$ cat src/rtl/swfa_pkg.sv
// ----------------------------------------------------------------------------
// swfa_pkg: shared types and constants of the shutter-weighted accumulator
// Field widths, register indexes, command codes and divider status.
// ----------------------------------------------------------------------------
package swfa_pkg;

  localparam int STEP_WIDTH   = 20;
  localparam int EXP_WIDTH    = 17;
  localparam int WEIGHT_WIDTH = 17;
  localparam int KIND_WIDTH   = 2;
  localparam int CFG_WIDTH    = 20;
  localparam int REP_WIDTH    = 3;

  localparam logic REG_PHASE_STEP = 1'b0;
  localparam logic REG_EXPOSURE   = 1'b1;

  typedef enum logic [KIND_WIDTH-1:0] {
    KIND_ACC    = 2'd0,
    KIND_DONE   = 2'd1,
    KIND_REPEAT = 2'd2
  } kind_t;

  typedef struct packed {
    logic busy;
    logic done;
  } div_stat_t;

endpackage

$ cat src/rtl/swfa_div.sv
// ----------------------------------------------------------------------------
// swfa_div: restoring divider for the accumulation weight
// Forms (dividend << (WIDTH-1)) / divisor, one quotient bit per cycle,
// for dividend <= divisor. The quotient holds until the next start.
// ----------------------------------------------------------------------------
module swfa_div #(
  parameter int WIDTH = 17
) (
  input  logic                    clk,
  input  logic                    rst,
  input  logic                    start,
  input  logic [WIDTH-1:0]        dividend,
  input  logic [WIDTH-1:0]        divisor,
  output logic [WIDTH-1:0]        quotient,
  output swfa_pkg::div_stat_t     stat
);
  import swfa_pkg::*;

  localparam int CW = $clog2(WIDTH + 1);

  logic [WIDTH:0]   rem;
  logic [WIDTH:0]   rem_sub;
  logic             bit_q;
  logic [CW-1:0]    cnt;

  // trial subtract
  always_comb begin
    bit_q   = (rem >= {1'b0, divisor});
    rem_sub = bit_q ? (rem - {1'b0, divisor}) : rem;
  end

  always_ff @(posedge clk) begin
    if (rst) begin
      stat <= '0;
      cnt  <= '0;
    end else if (start) begin
      stat.busy <= 1'b1;
      stat.done <= 1'b0;
      cnt       <= CW'(WIDTH);
    end else if (stat.busy) begin
      cnt <= cnt - CW'(1);
      if (cnt == CW'(1)) begin
        stat.busy <= 1'b0;
        stat.done <= 1'b1;
      end
    end
  end

  always_ff @(posedge clk) begin
    if (start) begin
      rem      <= {1'b0, dividend};
      quotient <= '0;
    end else if (stat.busy) begin
      rem      <= {rem_sub[WIDTH-1:0], 1'b0};
      quotient <= {quotient[WIDTH-2:0], bit_q};
    end
  end

endmodule

$ cat src/rtl/shutter_weighted_frame_accumulation.sv
// ----------------------------------------------------------------------------
// shutter_weighted_frame_accumulation: motion-blur sub-frame scheduler
// Phase accumulator over output periods; emits weighted accumulate,
// finished-frame and repeated-frame commands for each sub-frame tick.
// ----------------------------------------------------------------------------
//  channel | signals                                       | role
//  --------+-----------------------------------------------+------------------
//  tick    | tick_valid, tick_ready, sub_frame_tick        | sub-frame in
//  cmd     | cmd_valid, cmd_ready, command_kind, weight,   | command out
//          | last_of_run                                   |
//  cfg     | cfg_valid, cfg_ready, cfg_index, cfg_data     | register writes
//
//  Each weighted accumulate of a tick takes one pass of the shared
//  bit-serial divider; the other commands need no divider pass.
//  The block takes one tick at a time; tick_ready is high only when idle.
//  Reset: synchronous, clears phase, registers to their defaults, and the
//  output valid. A stalled cmd transfer holds the sequencer in place.
// ----------------------------------------------------------------------------
module shutter_weighted_frame_accumulation #(
  parameter int FRAC_BITS = 16
) (
  input  logic                              clk,
  input  logic                              rst,
  input  logic                              tick_valid,
  output logic                              tick_ready,
  input  logic                              sub_frame_tick,
  output logic                              cmd_valid,
  input  logic                              cmd_ready,
  output logic [swfa_pkg::KIND_WIDTH-1:0]   command_kind,
  output logic [swfa_pkg::WEIGHT_WIDTH-1:0] weight,
  output logic                              last_of_run,
  input  logic                              cfg_valid,
  output logic                              cfg_ready,
  input  logic                              cfg_index,
  input  logic [swfa_pkg::CFG_WIDTH-1:0]    cfg_data
);
  import swfa_pkg::*;

  // Phase is a pure fraction; a step reaches 8.0; weights reach 1.0.
  localparam int PW      = FRAC_BITS;
  localparam int SW      = FRAC_BITS + 4;
  localparam int QW      = FRAC_BITS + 1;
  localparam int STEP_CW = (SW > STEP_WIDTH) ? SW : STEP_WIDTH;
  localparam int EXP_CW  = (QW > EXP_WIDTH) ? QW : EXP_WIDTH;

  localparam logic [STEP_CW-1:0] STEP_MAX = STEP_CW'(8) << FRAC_BITS;
  localparam logic [EXP_CW-1:0]  EXP_ONE  = EXP_CW'(1) << FRAC_BITS;
  localparam logic [QW-1:0]      ONE_Q    = QW'(1) << FRAC_BITS;
  localparam logic [SW-1:0]      ONE_S    = SW'(1) << FRAC_BITS;

  typedef enum logic [5:0] {
    S_IDLE   = 6'b000001,
    S_EVAL   = 6'b000010,
    S_DSTART = 6'b000100,
    S_DWAIT  = 6'b001000,
    S_FRAME  = 6'b010000,
    S_REPEAT = 6'b100000
  } state_t;

  state_t                 state, state_next;
  logic [STEP_WIDTH-1:0]  phase_step;
  logic [EXP_WIDTH-1:0]   exposure;
  logic [PW-1:0]          phase;
  logic [QW-1:0]          e_r;
  logic [QW-1:0]          win;
  logic [SW-1:0]          p_r;
  logic [QW-1:0]          covered;
  logic                   closing;
  logic                   lead;
  logic [REP_WIDTH-1:0]   rep_cnt;
  kind_t                  kind_q;

  logic [STEP_CW-1:0]     step_x;
  logic [SW-1:0]          step_eff;
  logic [EXP_CW-1:0]      exp_x;
  logic [EXP_CW-1:0]      exp_eff;
  logic [QW-1:0]          lo;
  logic [SW-1:0]          p_wrap;
  logic                   tick_go;
  logic                   out_free;
  logic                   emit;
  logic                   div_start;
  logic [QW-1:0]          quotient;
  div_stat_t              div_stat;

  assign tick_ready = (state == S_IDLE);
  assign cfg_ready  = 1'b1;
  assign tick_go    = tick_valid && tick_ready && sub_frame_tick;
  assign out_free   = !cmd_valid || cmd_ready;
  assign div_start  = (state == S_DSTART);
  assign command_kind = kind_q;

  // Load a new command into the output register this cycle.
  assign emit = out_free && (((state == S_DWAIT) && div_stat.done) ||
                             (state == S_FRAME) || (state == S_REPEAT));

  // Saturate step to 8.0 and exposure to the range 1 .. 1.0.
  always_comb begin
    step_x   = STEP_CW'(phase_step);
    step_eff = SW'((step_x > STEP_MAX) ? STEP_MAX : step_x);
    exp_x    = EXP_CW'(exposure);
    if (exp_x == '0) begin
      exp_eff = EXP_CW'(1);
    end else if (exp_x > EXP_ONE) begin
      exp_eff = EXP_ONE;
    end else begin
      exp_eff = exp_x;
    end
    lo     = ({1'b0, phase} > win) ? {1'b0, phase} : win;
    p_wrap = p_r - ONE_S;
  end

  // Sequencer: evaluate, run the divider, then emit the command run.
  always_comb begin
    state_next = state;
    case (state)
      S_IDLE: begin
        if (tick_go) begin
          state_next = S_EVAL;
        end
      end
      S_EVAL: begin
        if (p_r <= SW'(win)) begin
          state_next = S_IDLE;
        end else begin
          state_next = S_DSTART;
        end
      end
      S_DSTART: state_next = S_DWAIT;
      S_DWAIT: begin
        if (div_stat.done && out_free) begin
          state_next = closing ? S_FRAME : S_IDLE;
        end
      end
      S_FRAME: begin
        if (out_free) begin
          if (rep_cnt != '0) begin
            state_next = S_REPEAT;
          end else if (lead) begin
            state_next = S_DSTART;
          end else begin
            state_next = S_IDLE;
          end
        end
      end
      S_REPEAT: begin
        if (out_free && rep_cnt == REP_WIDTH'(1)) begin
          state_next = lead ? S_DSTART : S_IDLE;
        end
      end
      default: state_next = S_IDLE;
    endcase
  end

  always_ff @(posedge clk) begin
    if (rst) begin
      state      <= S_IDLE;
      phase_step <= STEP_WIDTH'(65536);
      exposure   <= EXP_WIDTH'(32768);
      phase      <= '0;
      cmd_valid  <= 1'b0;
      closing    <= 1'b0;
      lead       <= 1'b0;
      rep_cnt    <= '0;
    end else begin
      state <= state_next;

      if (cfg_valid && cfg_ready) begin
        case (cfg_index)
          REG_PHASE_STEP: phase_step <= cfg_data[STEP_WIDTH-1:0];
          REG_EXPOSURE:   exposure   <= cfg_data[EXP_WIDTH-1:0];
          default: ;
        endcase
      end

      // Drop valid after a transfer unless the next command replaces it
      if (cmd_valid && cmd_ready && !emit) begin
        cmd_valid <= 1'b0;
      end

      case (state)
        S_EVAL: begin
          if (p_r <= SW'(win)) begin
            phase <= p_r[PW-1:0];
          end else if (p_r < ONE_S) begin
            // inside the window, period still open
            phase   <= p_r[PW-1:0];
            covered <= QW'(p_r) - lo;
            closing <= 1'b0;
            lead    <= 1'b0;
            rep_cnt <= '0;
          end else begin
            // period closes: wrap, count skipped periods
            phase   <= p_wrap[PW-1:0];
            covered <= ONE_Q - lo;
            closing <= 1'b1;
            rep_cnt <= p_wrap[FRAC_BITS+REP_WIDTH-1:FRAC_BITS];
            lead    <= ({1'b0, p_wrap[PW-1:0]} > win);
          end
        end
        S_DWAIT: begin
          if (div_stat.done && out_free) begin
            cmd_valid   <= 1'b1;
            kind_q      <= KIND_ACC;
            weight      <= WEIGHT_WIDTH'(quotient);
            last_of_run <= !closing;
          end
        end
        S_FRAME: begin
          if (out_free) begin
            cmd_valid   <= 1'b1;
            kind_q      <= KIND_DONE;
            weight      <= '0;
            last_of_run <= (rep_cnt == '0) && !lead;
            closing     <= 1'b0;
            covered     <= {1'b0, phase} - win;
          end
        end
        S_REPEAT: begin
          if (out_free) begin
            cmd_valid   <= 1'b1;
            kind_q      <= KIND_REPEAT;
            weight      <= '0;
            last_of_run <= (rep_cnt == REP_WIDTH'(1)) && !lead;
            rep_cnt     <= rep_cnt - REP_WIDTH'(1);
          end
        end
        default: ;
      endcase
    end
  end

  // Latch the tick's operands: effective exposure, window start, new phase.
  always_ff @(posedge clk) begin
    if (tick_go) begin
      e_r <= QW'(exp_eff);
      win <= ONE_Q - QW'(exp_eff);
      p_r <= SW'(phase) + step_eff;
    end
  end

  swfa_div #(
    .WIDTH (QW)
  ) u_div (
    .clk      (clk),
    .rst      (rst),
    .start    (div_start),
    .dividend (covered),
    .divisor  (e_r),
    .quotient (quotient),
    .stat     (div_stat)
  );

  // Divider is never left running while the block takes a new tick.
  a_idle_div: assert property (@(posedge clk) disable iff (rst)
    (state == S_IDLE) |-> !div_stat.busy)
    else $error("divider busy while idle");

  // A repeat is only issued with skipped periods left to report.
  a_rep_cnt: assert property (@(posedge clk) disable iff (rst)
    (state == S_REPEAT) |-> (rep_cnt != '0))
    else $error("repeat state with empty count");

  // Weight never exceeds one output period share.
  a_quot_max: assert property (@(posedge clk) disable iff (rst)
    (state == S_DWAIT && div_stat.done) |-> (quotient <= ONE_Q))
    else $error("weight above 1.0");

  // Frame commands carry no weight.
  a_zero_weight: assert property (@(posedge clk) disable iff (rst)
    (cmd_valid && kind_q != KIND_ACC) |-> (weight == '0))
    else $error("weight on frame command");

  // Each divider pass starts as the sequencer moves into the wait state.
  a_done_wait: assert property (@(posedge clk) disable iff (rst)
    (state == S_DSTART) |=> (state == S_DWAIT && div_stat.busy))
    else $error("divider did not start");

endmodule

$ cat config.mk
export PLATFORM = sky130hd
export DESIGN_NAME = shutter_weighted_frame_accumulation
export DESIGN_NICKNAME = d
export VERILOG_FILES = /design/src/rtl/swfa_pkg.sv /design/src/rtl/swfa_div.sv /design/src/rtl/shutter_weighted_frame_accumulation.sv
export SDC_FILE = /design/constraint.sdc
export NUM_CORES = 1
export LEC_CHECK = 0
export BUFFER_PORTS_ARGS = -buffer_cell sky130_fd_sc_hd__buf_4
export CAP_MARGIN = 20
export CORE_MARGIN = 2
export CORE_UTILIZATION = 40
export DETAILED_ROUTE_END_ITERATION = 10
export REMOVE_ABC_BUFFERS = 1
export SYNTH_ARGS = -nofsm -noshare
export SYNTH_HDL_FRONTEND = slang
export SYNTH_SLANG_ARGS = --single-unit
$ cat constraint.sdc
create_clock -name clk -period 6.9 [get_ports clk]
set_clock_uncertainty 0.2 [all_clocks]
set_input_delay 1.38 -clock clk [delete_from_list [all_inputs] [get_ports clk]]
set_output_delay 1.38 -clock clk [all_outputs]
set_load 0.05 [all_outputs]
======== Yosys cells after proc, flatten, opt, wreduce, memory -nomap -nowiden ========
Cells that the tools add are included.
storage, ports and cells
  bits of input ports ..................... 27
  flip-flop bits (word level) ............. 198
cells by class
  mux-type cells .......................... 51
  $lt $le $gt $ge ......................... 7
  equality and inequality tests ........... 15
  add/sub/neg operators ................... 9
  bitwise logic cells ..................... 3
  reductions and logical operators ........ 37
operators by type and width
  kind                      number
  $mux W17                  11
  $pmux W17 S2              2
  $pmux W6 S6               1
  $gt A16 B17 Y1            2
  $sub A17 B17 Y17          2
  $sub A17 B17 Y17 const A  2
  $mux W16                  2
  $mux W6                   5
  $add A16 B20 Y20          1
  $gt A20 B20 Y1 const B    1
  $le A20 B17 Y1            1
  $lt A20 B17 Y1 const B    1
  $mux W20                  1
  $sub A19 B17 Y19 const B  1
  $ge A18 B17 Y1            1
  $gt A17 B17 Y1 const B    1
  $logic_not A17 Y1         1
  $sub A16 B17 Y17          1
  $mux W3                   5
  $mux W5                   3
  $mux W2                   6
  $reduce_and A4 Y1         3
  $logic_and A1 B1 Y1       10
  $mux W1                   10
  26 further kinds          48

======== Depth between registers and ports, before layout ========
  depth in word-level cells ............... 10
  mapped depth ............................ 21

======== By module ========
From an unflattened synthesis, not the netlist that was laid out.
unflattened totals
  cell total of the unflattened synthesis .. 1332
  area, all modules ....................... 12101.6 um2
modules (own cells, without submodules)
  module                               times used  cells each  area an instance (um2)  seq. area each (um2)
  shutter_weighted_frame_accumulation  1           1000        9213.8                  4003.8
  swfa_div                             1           332         2887.8                  1011.0

======== Worst setup path before layout ========
No wires, ideal clock.
  path type ............................... reg2reg
  start point ............................. register win[1]
  end point ............................... register covered[14], data pin
  arrival time ............................ 4.233 ns
  cell stages (with the launch flop) ...... 22
  setup time .............................. 0.260 ns
  slack ................................... 2.207 ns
  required time ........................... 6.440 ns
  buffers on the path ..................... 0
  cells stage by stage .................... edfxtp_1 inv_1 ha_1 nor2b_1 o21ai_0 a21boi_0 o31ai_1 o211ai_1 nor2b_1 o221ai_4 mux2_2 ha_1 inv_1 fa_1 a211oi_1 o21bai_1 a21oi_1 o21ai_0 a31oi_1 o21ai_0 xor2_1 mux2_2
between the ends
  word-level cells in the longest chain between the ends .. 6
RTL lines
  item                                        line                                                                                    source
  from (decl)                                 shutter_weighted_frame_accumulation.sv:65                                               logic [QW-1:0] win;
  from (signal assigned)                      shutter_weighted_frame_accumulation.sv:237                                              win <= ONE_Q - QW'(exp_eff);
  $gt A16 B17 Y1                              shutter_weighted_frame_accumulation.sv:109                                              lo = ({1'b0, phase} > win) ? {1'b0, phase} : win;
  $mux W17                                    shutter_weighted_frame_accumulation.sv:109
  $sub A17 B17 Y17, on equally long branches  shutter_weighted_frame_accumulation.sv:195, shutter_weighted_frame_accumulation.sv:188
  $mux W17                                    shutter_weighted_frame_accumulation.sv:185                                              end else if (p_r < ONE_S) begin
  $mux W17                                    shutter_weighted_frame_accumulation.sv:183                                              if (p_r <= SW'(win)) begin
  $pmux W17 S2 (*)                            shutter_weighted_frame_accumulation.sv:181                                              case (state)
  to (signal assigned)                        shutter_weighted_frame_accumulation.sv:188                                              covered <= QW'(p_r) - lo;
  to (signal assigned)                        shutter_weighted_frame_accumulation.sv:195                                              covered <= ONE_Q - lo;
  to (signal assigned)                        shutter_weighted_frame_accumulation.sv:216                                              covered <= {1'b0, phase} - win;
  to (decl)                                   shutter_weighted_frame_accumulation.sv:67                                               logic [QW-1:0] covered;
Every way passes the cells marked *; elsewhere a longest branch is shown, timed or not. The select of a mux whose other input is x is not followed.
A chain may end at the register's enable or synchronous reset.

======== Worst setup path in the final report ========
Same ends and word-level chain as after synthesis.

==> impl_metrics.csv <==
group,metric,value,unit
sta,period_share,76.7,%
pwr,power.density,249,nW/um^2
critical_path,end_kind,"flip-flop",
pwr,p_total,3330,uW
sta,max_freq,189,MHz
clock_network,cts_resized,0,
cells_and_area,syn2layout_area_growth,11.8,%
critical_path,criticalPathCategory,"flip-flop to flip-flop",
critical_path,r2r_cells,21,
place,port_buffers,48,
pwr,seq_power_share,43.0,%
logic_synthesis,synth_seq_cells,197,
sta,rsz0062_at_grt,"no",
critical_path,cp_num_buf_inv,2,
clock_network,numClockSinks,197,
critical_path,r2r_setup_slack,1.61,ns
clock_network,clock_latency,0.45,ns
logic_synthesis,yosysWarnings,0,
floorplanning,coreArea,29500,sq um
logic_synthesis,synth_ff_type,"edfxtp_1",
logic_synthesis,syn_area_per_cell,9.25,sq um
place,gp_congestion,0.838,
critical_path,r2r_end,"covered[14]",
critical_path,cp_slowest_cell,"edfxtp_1",
route,ant_nets,0,
sta,tightest_slew,1.02,ns
route,routedWlPerCell,15.5,um
pwr,p_int,2220,uW
hold_path,hp-class,"flip-flop to flip-flop",
critical_path,cpPeakStageDelay,0.45,ns
clock_network,clockBufferDepth,2,
sta,relSlewSlack,32.1,%
clock_network,clkTransAtPathRegs,0.08,ns
route,via_per_inst,5.22,
hold_path,hold_depth,2,
logic_synthesis,yosysSeqAreaShare,42.0,%
pwr,p_leak,0.00562,uW
global_route,grt_pass1_wl,44800,um
cells_and_area,final_nets,1441,
logic_synthesis,synth_cell_types,84,
clock_network,htreeDepth,4,
route,drtIter0Drc,442,
status,status,"finished clean",
route,drc,0,
logic_synthesis,async_flop_share,0,%
sta,final-setup-viol-count,0,
global_route,grt_pass1_vias,8822,
floorplanning,die_h,177,um
critical_path,reg2reg_from,"win[1]",
sta,fin_setup_tns,0,ns
critical_path,cp_max_fo,4,
global_route,gr-total-overflow,0,
logic_synthesis,syn-instance-count,1290,
route,drtPass1Iterations,5,
global_route,grtUsageTotal,18.0,%
place,dp_hpwl,20700,um
hold_path,holdPathEnd,"phase_step[12]",
pwr,power.share.combinational,24.7,%
clock_network,hold_buffers,0,
cells_and_area,layout_common_cells,"nand2_1, a21oi_1, edfxtp_1",
floorplanning,placementRows,63,
pwr,pwr-share-clk,32.3,%
global_route,grt_max_degree,54,
hold_path,worstHoldStart,"phase_step[12]",
cells_and_area,final_common_cell,"nand2_1",
critical_path,worstPathArrival,5.29,ns
pwr,swShare,33.4,%
critical_path,path_cells,"inv_1 > ha_1 > nor2b_1 > o21ai_0 > a21boi_0 > o31ai_1 > o211ai_1 > nor2b_1 > o221ai_4 > mux2_2 > ha_1 > inv_1 > fa_1 > a211oi_1 > o21bai_1 > a21oi_1 > o21ai_0 > a31oi_1 > o21ai_0 > xor2_1 > mux2_2",
critical_path,crit_path_start_kind,"flip-flop",
floorplanning,die_w,177,um
floorplanning,die-area,31200,sq um
critical_path,crit_family,"compound AO/OA/AOI/OAI gates",
flow_run,max-cap-violations,0,
pwr,peakVddDrop,0.140,mV
pwr,switchingPower,1110,uW
logic_synthesis,synth_edf_count,107,
clock_network,cts_setup_buffers,0,
sta,layout_min_cycle_time,5.29,ns
cells_and_area,drive_above_1_share,9.60,%
floorplanning,initial_core_util,40.5,%
clock_network,cts-root-buf,"clkbuf_16",
route,routed_wl,26700,um
sta,slew_viol_final,0,
global_route,grt_antenna_before_repair,0,
clock_network,cts_buffers,17,
critical_path,worstPathRequired,6.90,ns
logic_synthesis,mappedNetlistArea,11900,sq um
floorplanning,ioPinCount,50,
cells_and_area,antenna_cells,0,
route,vias,9002,
sta,hold_viol_final,0,
critical_path,crit_top_cell,"o21ai_0",
clock_network,tritoncts,"done",
-- worst max path at each step --
| stage | startpoint | end | slack, ns | depth (start not counted) |
|---|---|---|---|---|
| 4_1_cts | win[1] | covered[14] | 1.60 | 21 |
| 3_5_place_dp | win[1] | covered[14] | 1.63 | 21 |
| 3_3_place_gp | win[1] | covered[14] | 1.69 | 21 |
| 5_1_grt | win[1] | covered[14] | 1.13 | 21 |
| 2_1_floorplan | win[1] | covered[14] | 1.95 | 21 |
| 6_report | win[1] | covered[14] | 1.61 | 21 |
-- final cells by class --
cell class / instances / area, sq um
Fill cell: 2921 / 16100
Timing Repair Buffer: 62 / 465
Multi-Input combinational cell: 978 / 6480
Sequential cell: 197 / 5010
Inverter: 65 / 244
Tap cell: 390 / 488
Clock inverter: 15 / 221
Clock buffer: 17 / 425
-- metrics by stage --
step / util (%) / instance area (sq um) / setup WS (ns) / std cells / hold WS (ns)
floorplan: - / 11700 / 1.95 / 1240 / 0.238
global placement: 43.0 / 12700 / 1.69 / 1691 / 0.257
detailed placement: 43.0 / 12700 / 1.63 / 1691 / 0.261
CTS: 45.2 / 13300 / 1.60 / 1723 / 0.273
global route: 45.2 / 13300 / 1.13 / 1724 / 0.290
finish: 45.2 / 13300 / 1.61 / 1724 / 0.273
-- power by group through the flow --
stage | Sequential (uW) | Combinational (uW) | Clock (uW)
floorplan | 1440 | 621 | 0
global placement | 1450 | 810 | 0
detailed placement | 1460 | 820 | 0
CTS | 1430 | 825 | 1100
global route | 1440 | 934 | 1140
finish | 1430 | 820 | 1080
-- per-layer routing --
layer / part of all wire, % / wire, um / track usage, % / up-vias
met4: 1.5 / 398 / 4.65 / 0
met2: 49 / 13100 / 31.6 / 137
met5: 0 / 0 / 0 / -
li1: - / - / - / 4650
met3: 3.0 / 806 / 2.36 / 20
met1: 47 / 12400 / 23.3 / 4195
-- cells in the mapped netlist (4+ instances only) --
cell type  count  area, sq um
xnor2_1       34          298
nand4_1       12         75.1
and3_1         4         25.0
a31oi_1       14         87.6
nor2b_1       30          188
and2_1        44          275
a21o_1        32          240
or3_1          7         43.8
o21ai_0       39          195
mux2i_1       43          430
nor2_1       100          375
a211o_1        4         35.0
nand3_1       21          105
o21a_1        14          105
a21boi_0       5         37.5
fa_1           4         80.1
nand2_1      162          608
nor3b_1        4         30.0
or2_2          7         43.8
nor3_1        19         95.1
nor4_1         7         43.8
inv_1         64          240
and2_2         5         37.5
o211ai_1       5         37.5
a21oi_1      147          736
o21bai_1       6         45.0
ha_1          89         1110
edfxtp_1     107         3210
buf_1          6         22.5
xor2_1        32          280
o31ai_1        4         30.0
a211oi_1       5         37.5
dfxtp_1       90         1800
clkbuf_1      38          143
o211a_1        4         40.0
nand2b_1      16          100
-- worst reg2reg max path, delay by kind of cell, from the launching register on --
family / cells / cell delay (ns)
AND/OR/NAND/NOR: 2 / 0.30
XOR/XNOR: 1 / 0.15
buffers and inverters: 2 / 0.16
adder cells (fa/ha/maj): 3 / 0.81
AO/OA/AOI/OAI: 11 / 2.50
flip-flops: 1 / 0.45
multiplexers: 2 / 0.47
-- flip-flops by register name, summed over array words and instances, names as in the netlist --
name,cells
weight,17
win,16
phase,16
covered,17
cmd_valid,1
e_r,17
p_r,20
u_div.stat,2
last_of_run,1
u_div.rem,18
u_div.quotient,17
lead,1
u_div.cnt,5
command_kind,2
state,6
phase_step,20
rep_cnt,3
exp_x,17
closing,1
-- kinds of logic (layout without fill, tap and decap cells) --
| kind of cell | count (synthesis) | after routing | share of synthesized area, % |
|---|---|---|---|
| flops | 197 | 197 | 42.0 |
| compound gates | 311 | 311 | 16.4 |
| other cells | 1 | 1 | 0.0314 |
| simple gates | 462 | 462 | 19.1 |
| mux | 45 | 45 | 3.80 |
| buf+inv | 115 | 159 | 3.83 |
| fa+ha+maj | 93 | 93 | 10.0 |
| xor+xnor | 66 | 66 | 4.84 |
No activity file was read; power rests on OpenSTA's default activity.
